**config.mk**
```make
export PLATFORM = sky130hd
export DESIGN_NAME = spo_geom
export DESIGN_NICKNAME = d
export VERILOG_FILES = /design/src/hw/rtl/spo_pkg.sv /design/src/hw/rtl/spo_geom.sv
export SDC_FILE = /design/constraint.sdc
export NUM_CORES = 1
export LEC_CHECK = 0
export BUFFER_PORTS_ARGS = -buffer_cell sky130_fd_sc_hd__buf_2
export CORE_MARGIN = 4
export CORE_UTILIZATION = 30
export DETAILED_ROUTE_END_ITERATION = 8
export PLACE_DENSITY = 0.56
export SKIP_CTS_REPAIR_TIMING = 1
export SYNTH_ARGS = -nofsm -noshare
export SYNTH_HDL_FRONTEND = slang
export SYNTH_SLANG_ARGS = --single-unit
```
**constraint.sdc**
```tcl
create_clock -name clk -period 8.5 [get_ports clk]
set_clock_uncertainty 0.15 [all_clocks]
set_input_delay 0.425 -clock clk [delete_from_list [all_inputs] [get_ports clk]]
set_output_delay 0.425 -clock clk [all_outputs]
set_load 0.1 [all_outputs]
```
**src/hw/rtl/spo_pkg.sv**
```systemverilog
package spo_pkg;

	// field widths at the ports
	localparam int FIELD_POS_W  = 32;
	localparam int FIELD_SIZE_W = 31;

	// coordinate width; positions use the low POS_W bits, sizes one bit less
	localparam int COORD_BITS = 32;
	localparam int POS_W      = (COORD_BITS > FIELD_POS_W) ? FIELD_POS_W : COORD_BITS;
	localparam int SIZE_W     = POS_W - 1;

	// pipeline depth from word accept to result strobe
	localparam int PIPE_LAT = 6;

	// test codes
	localparam logic [2:0] CMD_CIRC_CIRC = 3'd0;
	localparam logic [2:0] CMD_CIRC_BOX  = 3'd1;
	localparam logic [2:0] CMD_BOX_BOX   = 3'd2;
	localparam logic [2:0] CMD_PT_CIRC   = 3'd3;
	localparam logic [2:0] CMD_PT_BOX    = 3'd4;

	// control that travels with each word down the pipeline
	typedef struct packed {
		logic valid;
		logic bad;
		logic is_box;
		logic is_clamp;
		logic box_hit;
	} ctl_t;

endpackage

```
**src/hw/rtl/spo_geom.sv**
```systemverilog
module spo_geom (
	input  logic                            clk,
	input  logic                            arst_n,
	input  logic                            in_valid,
	input  logic [2:0]                      cmd,
	input  logic [spo_pkg::FIELD_POS_W-1:0]  a_x,
	input  logic [spo_pkg::FIELD_POS_W-1:0]  a_y,
	input  logic [spo_pkg::FIELD_SIZE_W-1:0] a_size_x,
	input  logic [spo_pkg::FIELD_SIZE_W-1:0] a_size_y,
	input  logic [spo_pkg::FIELD_POS_W-1:0]  b_x,
	input  logic [spo_pkg::FIELD_POS_W-1:0]  b_y,
	input  logic [spo_pkg::FIELD_SIZE_W-1:0] b_size_x,
	input  logic [spo_pkg::FIELD_SIZE_W-1:0] b_size_y,
	output spo_pkg::ctl_t                   ctl_s3,
	output logic [spo_pkg::POS_W-1:0]       mag_x_s3,
	output logic [spo_pkg::POS_W-1:0]       mag_y_s3,
	output logic [spo_pkg::POS_W-1:0]       rad_s3
);
	import spo_pkg::*;

	localparam int DW = POS_W + 1;  // difference of two positions
	localparam int EW = POS_W + 2;  // difference plus or minus a half extent

	logic [POS_W-1:0]  ax, ay, bx, by;
	logic [SIZE_W-1:0] asx, asy, bsx, bsy;
	logic [POS_W-1:0]  sum_x, sum_y;
	logic [DW-1:0]     dx_c, dy_c;
	ctl_t              ctl_c;
	logic [POS_W-1:0]  hx_c, hy_c, rad_c;

	ctl_t              ctl_s1, ctl_s2;
	ctl_t              ctl_hit_c;
	logic [DW-1:0]     dx_s1, dy_s1, dx_s2, dy_s2;
	logic [POS_W-1:0]  hx_s1, hy_s1, rad_s1, rad_s2;
	logic [EW-1:0]     lo_x_c, hi_x_c, lo_y_c, hi_y_c;
	logic [EW-1:0]     lo_x_s2, hi_x_s2, lo_y_s2, hi_y_s2;

	logic              lo_x_pos, lo_y_pos, hi_x_pos, hi_y_pos;
	logic              box_hit_c;
	logic [EW-1:0]     del_x_c, del_y_c, abs_x_c, abs_y_c;

	// trim the fields to the coordinate width
	assign ax  = a_x[POS_W-1:0];
	assign ay  = a_y[POS_W-1:0];
	assign bx  = b_x[POS_W-1:0];
	assign by  = b_y[POS_W-1:0];
	assign asx = a_size_x[SIZE_W-1:0];
	assign asy = a_size_y[SIZE_W-1:0];
	assign bsx = b_size_x[SIZE_W-1:0];
	assign bsy = b_size_y[SIZE_W-1:0];

	// stage 1: center offsets and size sums
	assign dx_c  = {ax[POS_W-1], ax} - {bx[POS_W-1], bx};
	assign dy_c  = {ay[POS_W-1], ay} - {by[POS_W-1], by};
	assign sum_x = {1'b0, asx} + {1'b0, bsx};
	assign sum_y = {1'b0, asy} + {1'b0, bsy};

	// stage 1: test decode, picks half extents and radius
	always_comb begin
		ctl_c         = '0;
		ctl_c.valid   = in_valid;
		hx_c          = {1'b0, bsx};
		hy_c          = {1'b0, bsy};
		rad_c         = {1'b0, bsx};
		unique case (cmd)
			CMD_CIRC_CIRC: begin
				rad_c = sum_x;
			end
			CMD_CIRC_BOX: begin
				ctl_c.is_clamp = 1'b1;
				rad_c          = {1'b0, asx};
			end
			CMD_BOX_BOX: begin
				ctl_c.is_box = 1'b1;
				hx_c         = sum_x;
				hy_c         = sum_y;
			end
			CMD_PT_CIRC: begin
				rad_c = {1'b0, bsx};
			end
			CMD_PT_BOX: begin
				ctl_c.is_box = 1'b1;
			end
			default: begin
				ctl_c.bad = 1'b1;
			end
		endcase
	end

	// stage 2: offset against both box edges per axis
	assign lo_x_c = {dx_s1[DW-1], dx_s1} + {2'b00, hx_s1};
	assign hi_x_c = {dx_s1[DW-1], dx_s1} - {2'b00, hx_s1};
	assign lo_y_c = {dy_s1[DW-1], dy_s1} + {2'b00, hy_s1};
	assign hi_y_c = {dy_s1[DW-1], dy_s1} - {2'b00, hy_s1};

	// stage 3: strict box containment and clamped offset
	assign lo_x_pos  = !lo_x_s2[EW-1] && (|lo_x_s2);
	assign lo_y_pos  = !lo_y_s2[EW-1] && (|lo_y_s2);
	assign hi_x_pos  = !hi_x_s2[EW-1] && (|hi_x_s2);
	assign hi_y_pos  = !hi_y_s2[EW-1] && (|hi_y_s2);
	assign box_hit_c = lo_x_pos && hi_x_s2[EW-1] && lo_y_pos && hi_y_s2[EW-1];

	always_comb begin
		del_x_c = {dx_s2[DW-1], dx_s2};
		del_y_c = {dy_s2[DW-1], dy_s2};
		if (ctl_s2.is_clamp) begin
			if (lo_x_s2[EW-1]) begin
				del_x_c = lo_x_s2;
			end else if (hi_x_pos) begin
				del_x_c = hi_x_s2;
			end else begin
				del_x_c = '0;
			end
			if (lo_y_s2[EW-1]) begin
				del_y_c = lo_y_s2;
			end else if (hi_y_pos) begin
				del_y_c = hi_y_s2;
			end else begin
				del_y_c = '0;
			end
		end
	end

	assign abs_x_c = del_x_c[EW-1] ? (~del_x_c + 1'b1) : del_x_c;
	assign abs_y_c = del_y_c[EW-1] ? (~del_y_c + 1'b1) : del_y_c;

	// stage 3 control with the box verdict filled in
	always_comb begin
		ctl_hit_c         = ctl_s2;
		ctl_hit_c.box_hit = box_hit_c;
	end

	// control pipeline
	always_ff @(posedge clk or negedge arst_n) begin
		if (!arst_n) begin
			ctl_s1 <= '0;
			ctl_s2 <= '0;
			ctl_s3 <= '0;
		end else begin
			ctl_s1 <= ctl_c;
			ctl_s2 <= ctl_s1;
			ctl_s3 <= ctl_hit_c;
		end
	end

	// data pipeline
	always_ff @(posedge clk) begin
		dx_s1    <= dx_c;
		dy_s1    <= dy_c;
		hx_s1    <= hx_c;
		hy_s1    <= hy_c;
		rad_s1   <= rad_c;
		dx_s2    <= dx_s1;
		dy_s2    <= dy_s1;
		lo_x_s2  <= lo_x_c;
		hi_x_s2  <= hi_x_c;
		lo_y_s2  <= lo_y_c;
		hi_y_s2  <= hi_y_c;
		rad_s2   <= rad_s1;
		mag_x_s3 <= abs_x_c[POS_W-1:0];
		mag_y_s3 <= abs_y_c[POS_W-1:0];
		rad_s3   <= rad_s2;
	end

endmodule

```
; After elaboration in Yosys (flattened, before gate mapping)
; Cells that the tools add are included.
[word_totals]
regBits = 505
latch_bits = 0
ramBits = 0
romBits = 0
in_bits = 258
out_inout_bits = 101
mem_count = 0
[op_classes]
addsub = 10
multipliers = 0
n_div = 0
n_lt_le_gt_ge = 0
n_eq_ne = 4
shift = 0
muxes = 14
n_bitwise = 2
reduce_logical = 18
[ops]
columns = cell, count
row1 = $mux W34, 6
row2 = $reduce_or A34 Y1, 4
row3 = $add A33 B33 Y34, 2
row4 = $sub A33 B33 Y34, 2
row5 = $sub A32 B32 Y33, 2
row6 = $add A31 B31 Y32, 2
row7 = $add A32 B1 Y32 const B, 2
row8 = $mux W32, 2
row9 = $not A32 Y32, 2
row10 = $pmux W32 S2, 1
row11 = $mux W31, 2
row12 = $logic_and A1 B1 Y1, 7
row13 = $eq A3 B2 Y1 const B, 2
row14 = $reduce_or A5 Y1, 1
row15 = $logic_not A1 Y1, 4
row16 = $eq A3 B1 Y1 const B, 1
row17 = $eq A3 B3 Y1 const B, 1
row18 = $logic_not A3 Y1, 1
row19 = $mux W1, 3
row20 = $reduce_or A2 Y1, 1

; Depth between registers and ports, before layout
; Gate-level depths: netlist (run 1).
[depth]
word_depth = 8
depth_mapped = 14

; Worst setup path after synthesis (run 1)
; No wires, ideal clock.
[synth_path]
path_kind = register -> register
start = register hx_s1[8]
end = register lo_x_s2[33]
arrival_time_ns = 3.024
required_ns = 8.234
setup_slack_ns = 5.209
stages_incl_launch_ff = 13
path_buffers = 1
synth_period_minus_slack_ns = 3.291
cell_sequence = dfxtp_1 > inv_1 > ha_1 > clkbuf_1 > or4_1 > or3_1 > a311oi_1 > nor3_1 > o41ai_2 > a21oi_1 > o31ai_1 > a21oi_1 > o211a_1
[synth_via]
elab_chain_len = 1
[synth_rtl]
columns = element, line_no
row1 = start: declaration, spo_geom.sv:34  ; logic [POS_W-1:0] hx_s1, hy_s1, rad_s1, rad_s2;
row2 = start signal: assignment, spo_geom.sv:150  ; hx_s1 <= hx_c;
row3 = $add A33 B33 Y34, spo_geom.sv:91  ; assign lo_x_c = {dx_s1[DW-1], dx_s1} + {2'b00, hx_s1};
row4 = named net lo_x_c[33], spo_geom.sv:35  ; logic [EW-1:0] lo_x_c, hi_x_c, lo_y_c, hi_y_c;
row5 = end signal: assignment, spo_geom.sv:155  ; lo_x_s2 <= lo_x_c;
row6 = end: declaration, spo_geom.sv:36  ; logic [EW-1:0] lo_x_s2, hi_x_s2, lo_y_s2, hi_y_s2;
; The timed path passes the listed nets, and every way through them passes these cells.
; A chain may end at the register's enable or synchronous reset.

; Worst setup path in the final report (run 1)
[layout_path]
start = register ctl_s2, in the netlist ctl_hit_c[1]
end = register mag_y_s3[26] in the netlist's numbering
[layout_via]
elab_chain_len = 4
[layout_rtl]
columns = element, line_no
row1 = start: declaration, spo_geom.sv:31  ; ctl_t ctl_s1, ctl_s2;
row2 = start signal: assignment, spo_geom.sv:141  ; ctl_s2 <= ctl_s1;
row3 = $mux W34 *, spo_geom.sv:106  ; if (ctl_s2.is_clamp) begin
row4 = $not A32 Y32, spo_geom.sv:125  ; assign abs_y_c = del_y_c[EW-1] ? (~del_y_c + 1'b1) : del_y_c;
row5 = $add A32 B1 Y32, spo_geom.sv:125
row6 = $mux W32 *, spo_geom.sv:125
row7 = named net abs_y_c[26], spo_geom.sv:40  ; logic [EW-1:0] del_x_c, del_y_c, abs_x_c, abs_y_c;
row8 = end signal: assignment, spo_geom.sv:161  ; mag_y_s3 <= abs_y_c[POS_W-1:0];
row9 = end: declaration, spo_geom.sv:16  ; output logic [spo_pkg::POS_W-1:0] mag_y_s3,
; The timed path passes the listed nets; every way through them passes the cells marked *.

==> results of run 1 <==
through the flow:
step | hold WS [ps] | setup WS, ps | std cells
3_3_place_gp | 160 | 3780 | 4596
3_5_place_dp | 162 | 3640 | 4596
4_1_cts | -411 | 3610 | 4696
5_1_grt | -3.21 | 3230 | 4766
6_report | -8.50 | 3550 | 4772
2_1_floorplan | -20.6 | 5210 | 3169
critical path, cell delays in order (launching register included):
cell      delay (ps)
dfrtp_4          650
buf_4            570
clkinv_1         880
nor3_1           900
o31a_2           380
a222oi_1         180
ha_1             300
nand3_1          130
nor2_1           100
nand2_1          150
nor2_2           100
a21oi_1          190
xor2_1           160
flip-flops by register name (all words and copies together), names as in the netlist:
signal and flops:
hi_y_s2 34, rad_s1 32, lo_x_s2 33, ctl_s1 4, ctl_hit_c 4, mag_x_s3 32, ctl_s3 5, hi_x_s2 34
dy_s2 33, dx_s1 33, hx_s1 32, lo_y_s2 33, rad_s3 32, dy_s1 33, rad_s2 32, dx_s2 33
hy_s1 32, mag_y_s3 32
power breakdown:
group / leakage, nW / internal [mW] / switching, mW
clock: 0.932 / 1.54 / 1.04
combinational: 9.41 / 1.21 / 2.67
sequential: 4.29 / 3.04 / 0.493
worst max path at each step:
stage          slack, ps  depth (start not counted)          from      endpoint
2_1_floorplan       5210                         12      hx_s1[8]   lo_x_s2[33]
3_3_place_gp        3780                         12  ctl_hit_c[1]  mag_y_s3[24]
3_5_place_dp        3640                         12  ctl_hit_c[1]  mag_y_s3[26]
4_1_cts             3610                         12  ctl_hit_c[1]  mag_y_s3[26]
5_1_grt             3230                         12  ctl_hit_c[1]  mag_y_s3[26]
6_report            3550                         12  ctl_hit_c[1]  mag_y_s3[26]
area by class of cell:
class                           count  area [um^2]  share of cell area, %
Multi-Input combinational cell   2298        15700                   48.0
Sequential cell                   503        10100                   31.0
Timing Repair Buffer              423         2420                   7.42
Tap cell                         1176         1470                   4.51
Clock buffer                       64         1450                   4.44
Inverter                          253          950                   2.91
Clock inverter                     36          504                   1.54
Antenna cell                       19         47.5                  0.146
logic make-up (layout without fill, tap and decap cells):
kind of cell	after synthesis	count (layout)	share of synthesized area (%)
XOR/XNOR	281	281	9.05
AND/OR/NAND/NOR	851	851	15.3
multiplexers	10	10	0.373
adder cells (fa/ha/maj)	264	264	12.4
buffers and inverters	368	776	5.10
other	0	19	0
flip-flops	503	503	37.3
AO/OA/AOI/OAI	892	892	20.6
metal layers:
layer / vias up / track usage (%)
li1: 11800 / -
met1: 10800 / 25.2
met2: 633 / 25.0
met3: 138 / 4.15
met4: 12 / 5.78
met5: - / 0
cell usage in the layout (no fill, tap or decap), types with 14 or more instances in the layout:
cell type,Yosys,layout
clkbuf_16,0,54
nor3b_1,32,31
ha_1,256,256
xor2_1,73,73
a21oi_1,326,326
inv_1,252,252
nand2b_1,43,43
dfxtp_1,490,490
o21ai_0,205,205
nand2_1,204,204
buf_2,5,358
and2_1,16,16
nand3_1,37,37
o31ai_1,23,23
dlygate4sd3_1,0,57
or2_2,14,14
o21bai_1,49,49
a21o_1,60,60
a31oi_1,17,17
o21a_1,30,30
nor4_1,34,34
nand4_1,21,21
and3_1,39,39
a211oi_1,20,20
diode_2,0,19
or3_1,17,17
o211ai_1,21,21
nor3_1,49,49
nor2_1,277,277
xnor2_1,208,208
nor2b_1,35,35
==> flow_summary.ini, run 1 <==
[sta]
finalCritPeriodShare_pct = 58.3
rsz0062_at_grt = no
maxSlewHeadroom_pct = 17.4
period_minus_slack_ps = 4950
finalSetupTns_ps = 0
hold_ws_ps = -8.50
drv_slew = 0
fmax_mhz = 202
setup-violations-final = 0
hold_viol = 2
worstMarginPinSlew_ps = 1240

[routing]
wl_met3_um = 5740
num_vias = 23400
drtAntennaViolNets = 0
routed.top_layer = met5
via_per_inst = 4.90
first_pass_iters = 5
met1_length_um = 42900
wire_per_inst_um = 18.3
route.met2.wl_um = 35900
drc = 0
drtIter0Drc = 1934
drt-total-wl_um = 87200

[final_layout]
fillCellCount = 9384
design_area_mm2 = 0.0327
drive_gt1_share_pct = 14.3
syn_to_final_growth_pct = 20.1
final_util_pct = 36.3
nets = 4055

[logic_synthesis]
synthFlopType = dfxtp_1
yosysTopAreaCell = dfxtp_1
netlist_area_mm2 = 0.0272
async_reset_ff_share_pct = 2.58
yosysSeqAreaShare_pct = 37.3
syn_nets = 3691
synth.top_cell.area_share_pct = 36.1
synth_common_cells = 490 x dfxtp_1, 326 x a21oi_1, 277 x nor2_1
yosysMostFrequentCell = dfxtp_1
syn_inst = 3169
synth_area_per_cell_um2 = 8.58
yosysUniqueCellTypes = 86
ys_warn_count = 0
synth-edff-count = 0
synth_area_leaders = dfxtp_1 36%, ha_1 12%, xnor2_1 6.7%
ys_ff_latch = 503

[worst_hold_path]
hold_depth = 3
min_from = b_size_y[29]
hold_end = hy_s1[29]
hp-class = primary input to flop

[die]
std_cell_rows = 110
die_height_um = 309
dieWidth_um = 309
start_util_pct = 30.2
ios = 359
fp.coreArea_mm2 = 0.0900
die-area_mm2 = 0.0955

[cts]
clk_latency_ps = 610
cts_max_level = 2
clock-sinks = 503
cts.clk_slew.worst_paths_ps = 70
cts_buffers = 54
clockBufferDepth = 3
cts_tree = yes
root_buffer = clkbuf_16

[placement]
dp_hpwl_um = 71100
gp_congestion = 0.877
port_buffers = 358
placed_area_mm2 = 0.0301

[power]
power.total_mw = 9.99
power.density_mw_per_mm2 = 306
ir_drop_uv = 188
p_leak_nw = 14.6

[critical_path]
rr_worst_depth = 12
path_max_fanout = 68
endpoint_kind = flop
rrSetupSlack_ps = 3550
r2r-start = ctl_hit_c[1]
crit_required_ps = 8890
path_class = flop to flop
r2r-end = mag_y_s3[26]
crit_arrival_ps = 5350
startpoint_type = flop

[outcome]
violations = negative hold slack
status = finished, violations left

[grt]
overflow = 0
grt_antenna_before_repair = 27
grt_max_degree = 85
grt_pass1_wl_um = 128000
grt_pass1_vias = 21500
grt_use_total_pct = 17.3

[flow_run]
drv_cap = 0
Power figures use the tool's default switching activity.
==> inputs of run 2 (changes only) <==
--- a/config.mk
+++ b/config.mk
@@ -5,6 +5,7 @@
 export SDC_FILE = /design/constraint.sdc
 export NUM_CORES = 1
 export LEC_CHECK = 0
+export ABC_AREA = 1
 export BUFFER_PORTS_ARGS = -buffer_cell sky130_fd_sc_hd__buf_2
 export CORE_MARGIN = 4
 export CORE_UTILIZATION = 30
==> constraint.sdc (replaced) <==
create_clock -name clk -period 5.19 [get_ports clk]
set_clock_uncertainty 0.15 [all_clocks]
set_input_delay 0.2595 -clock clk [delete_from_list [all_inputs] [get_ports clk]]
set_output_delay 0.2595 -clock clk [all_outputs]
set_load 0.1 [all_outputs]
==> run 2 against run 1 <==
The run still ends with negative hold slack left. Sequential share of layout area fell by 3.9 points. Global-route usage increased by 1.5 points. Core utilization grew 1.4 points. Die area rose by 11%. Sequential power is 61% higher. Routed wire length grew 22%. Critical endpoint is now mag_x_s3[7]. Clock power increased by 69%. Largest power group unchanged. Largest cell class unchanged. Register-to-register slack worse by 1800 ps. Maximum frequency rose by 44%.
==> flow_summary.ini, run 2 <==
[logic_synthesis]
synth_area_per_cell_um2 = 7.19
synth_fa_ha_area_share_pct = 11.2
synthSimpleGateAreaFrac_pct = 24.9
syn_inst = 4190
synth_xor_area_share_pct = 7.27
netlist_area_mm2 = 0.0301
yosysTopAreaCell = dfxtp_1
syn_nets = 4712
synth.mux.area_fraction_pct = 0
ys_ff_latch = 503
yosysSeqAreaShare_pct = 33.6
synth_common_cells = 904 x nand2_1, 610 x inv_1, 490 x dfxtp_1
synthFlopType = dfxtp_1
synth_top_family_by_area = simple AND/OR/NAND/NOR gates
synth.top_cell.area_share_pct = 32.6
yosysUniqueCellTypes = 57
async_reset_ff_share_pct = 2.58
ys_warn_count = 0
yosysMostFrequentCell = nand2_1
synth_compound_area_share_pct = 13.7
synth-edff-count = 0
synth_area_leaders = dfxtp_1 33%, nand2_1 11%, ha_1 11%

[critical_path]
startpoint_type = flop
crit_arrival_ps = 3800
r2r-start = ctl_hit_c[1]
cp_top_family = buffers and inverters
r2r-end = mag_x_s3[7]
worst_path_most_repeated_cell = nand2_1
critPathCapture = mag_x_s3[7]
rrSetupSlack_ps = 1750
path_max_fanout = 37
rr_worst_depth = 9
path_class = flop to flop
cp_num_cells = 9
endpoint_kind = flop
crit_required_ps = 5550
slowest_delay_ps = 830
cp_slowest_cell = clkinv_1
critPathLaunch = ctl_hit_c[1]
worstPathCellList = buf_4 -> nand2_1 -> inv_2 -> a21oi_2 -> clkinv_1 -> nand2_1 -> o21ai_0 -> xnor2_1 -> inv_1
crit_buf_inv = 4

[power]
p_switching_mw = 7.86
internal_power_mw = 9.66
p_leak_nw = 18.4
swShare_pct = 44.9
combPwrFrac_pct = 42.8
ir_drop_uv = 261
seqPwrFrac_pct = 32.4
power.density_mw_per_mm2 = 470
p_clk_share_pct = 24.8

[routing]
drc = 0
drt-total-wl_um = 106000
via_per_inst = 4.71
num_vias = 28600
first_pass_iters = 7
wire_per_inst_um = 17.5
drtIter0Drc = 1931
drtAntennaViolNets = 0

[sta]
finalSetupTns_ps = 0
setup-violations-final = 0
worstMarginPinSlew_ps = 1000
rsz0062_at_grt = no
fmax_mhz = 290
drv_slew = 0
period_minus_slack_ps = 3440
finalCritPeriodShare_pct = 66.4
hold_ws_ps = -14.3
maxSlewHeadroom_pct = 33.1
hold_viol = 5

[grt]
grt_pass1_wl_um = 158000
grt_use_total_pct = 18.9
overflow = 0
grt_max_degree = 67
grt_pass1_vias = 27200
grt_antenna_before_repair = 7

[final_layout]
nets = 5250
drive_gt1_share_pct = 12.5
layout_common_cells = 904 x nand2_1, 610 x inv_1, 490 x dfxtp_1
design_area_mm2 = 0.0373
regArea_mm2 = 0.0101
final_util_pct = 37.7
multiInputGateArea_mm2 = 0.0172
largestRegisters = hi_x_s2 x34, hi_y_s2 x34
syn_to_final_growth_pct = 23.8
mostFrequentLayoutCell = nand2_1
fillCellCount = 10400

[die]
start_util_pct = 30.4
fp.coreArea_mm2 = 0.0990
dieWidth_um = 325
std_cell_rows = 115
ios = 359
die-area_mm2 = 0.106
die_height_um = 325

[placement]
port_buffers = 358
dp_hpwl_um = 87600
gp_congestion = 0.937
placed_area_mm2 = 0.0332

[flow_run]
drv_cap = 0

[cts]
cts_max_level = 2
cts_tree = yes
clk_latency_ps = 630
cts_buffers = 57
cts.clk_slew.worst_paths_ps = 60
clockBufferDepth = 3
root_buffer = clkbuf_16
clock-sinks = 503

[outcome]
violations = negative hold slack
status = finished, violations left

[worst_hold_path]
hp-class = primary input to flop
## run 2: cell count changes in the layout (fill, tap and decap cells not counted), moves of 36 or more
cell           delta
nor2_2           +36
nand2_1         +700
inv_1           +358
and3_1           -38
xnor2_1         -149
nand3_1         +167
nand2b_1         -43
dlygate4sd3_1   +149
xor2_1          +118
nor2_1           +85
## run 2: layer usage
| metal | share of wire (%) | global-route usage, % | vias up |
|---|---|---|---|
| li1 | - | - | 14600 |
| met1 | 49 | 27.3 | 13100 |
| met2 | 43 | 29.2 | 747 |
| met3 | 4.6 | 2.58 | 145 |
| met4 | 2.9 | 5.29 | 0 |
| met5 | 0 | 0 | - |
## run 2: through the flow
step           setup WS, ps  cells  hold slack (ps)  power, mW
5_1_grt                1420   6065             1.49       18.6
4_1_cts                1720   5856             -610       17.5
3_3_place_gp           1870   5750             91.9       13.0
6_report               1750   6066            -14.3       17.5
3_5_place_dp           1740   5750             80.0       13.0
2_1_floorplan          2740   4190             -186       11.0
## run 2: cell type report
class	count	share of cell area, %
antenna	4	0.0268
clock buffer	71	4.24
clock inverter	35	1.28
inverter	629	6.34
multi-input combinational	2964	46.1
sequential	503	27.2
tap	1287	4.32
timing repair buffer	573	10.5
## run 2: power by group through the flow
stage | sequential (mW) | clock [mW] | combinational (mW)
after global routing | 5.78 | 4.62 | 8.17
after floorplan | 7.23 | 0 | 3.73
after CTS | 5.68 | 4.48 | 7.31
final | 5.67 | 4.35 | 7.50
after global placement | 5.76 | 0 | 7.29
after detailed placement | 5.76 | 0 | 7.29
## run 2: how the worst min path moves through the flow
stage | startpoint | end | slack (ps) | cells past startpoint
after floorplan | arst_n | ctl_hit_c[1] | -190 | 0
after global placement | arst_n | ctl_s1[3] | 90 | 1
after detailed placement | arst_n | ctl_s1[3] | 80 | 1
after CTS | arst_n | ctl_hit_c[1] | -610 | 1
after global routing | b_y[12] | dy_s1[12] | 1 | 4
final | b_x[1] | dx_s1[1] | -10 | 3
## run 2: tightest hold or removal path, cell delays in order
cell and delay [ps]:
buf_2 110, fa_1 270, inv_1 70
## run 2: cell families (layout without fill, tap and decap cells)
kind of cell / Yosys count / count (layout)
flops: 503 / 503
simple gates: 1729 / 1729
xor+xnor: 250 / 250
compound gates: 721 / 721
other cells: 0 / 4
fa+ha+maj: 264 / 264
buf+inv: 723 / 1308
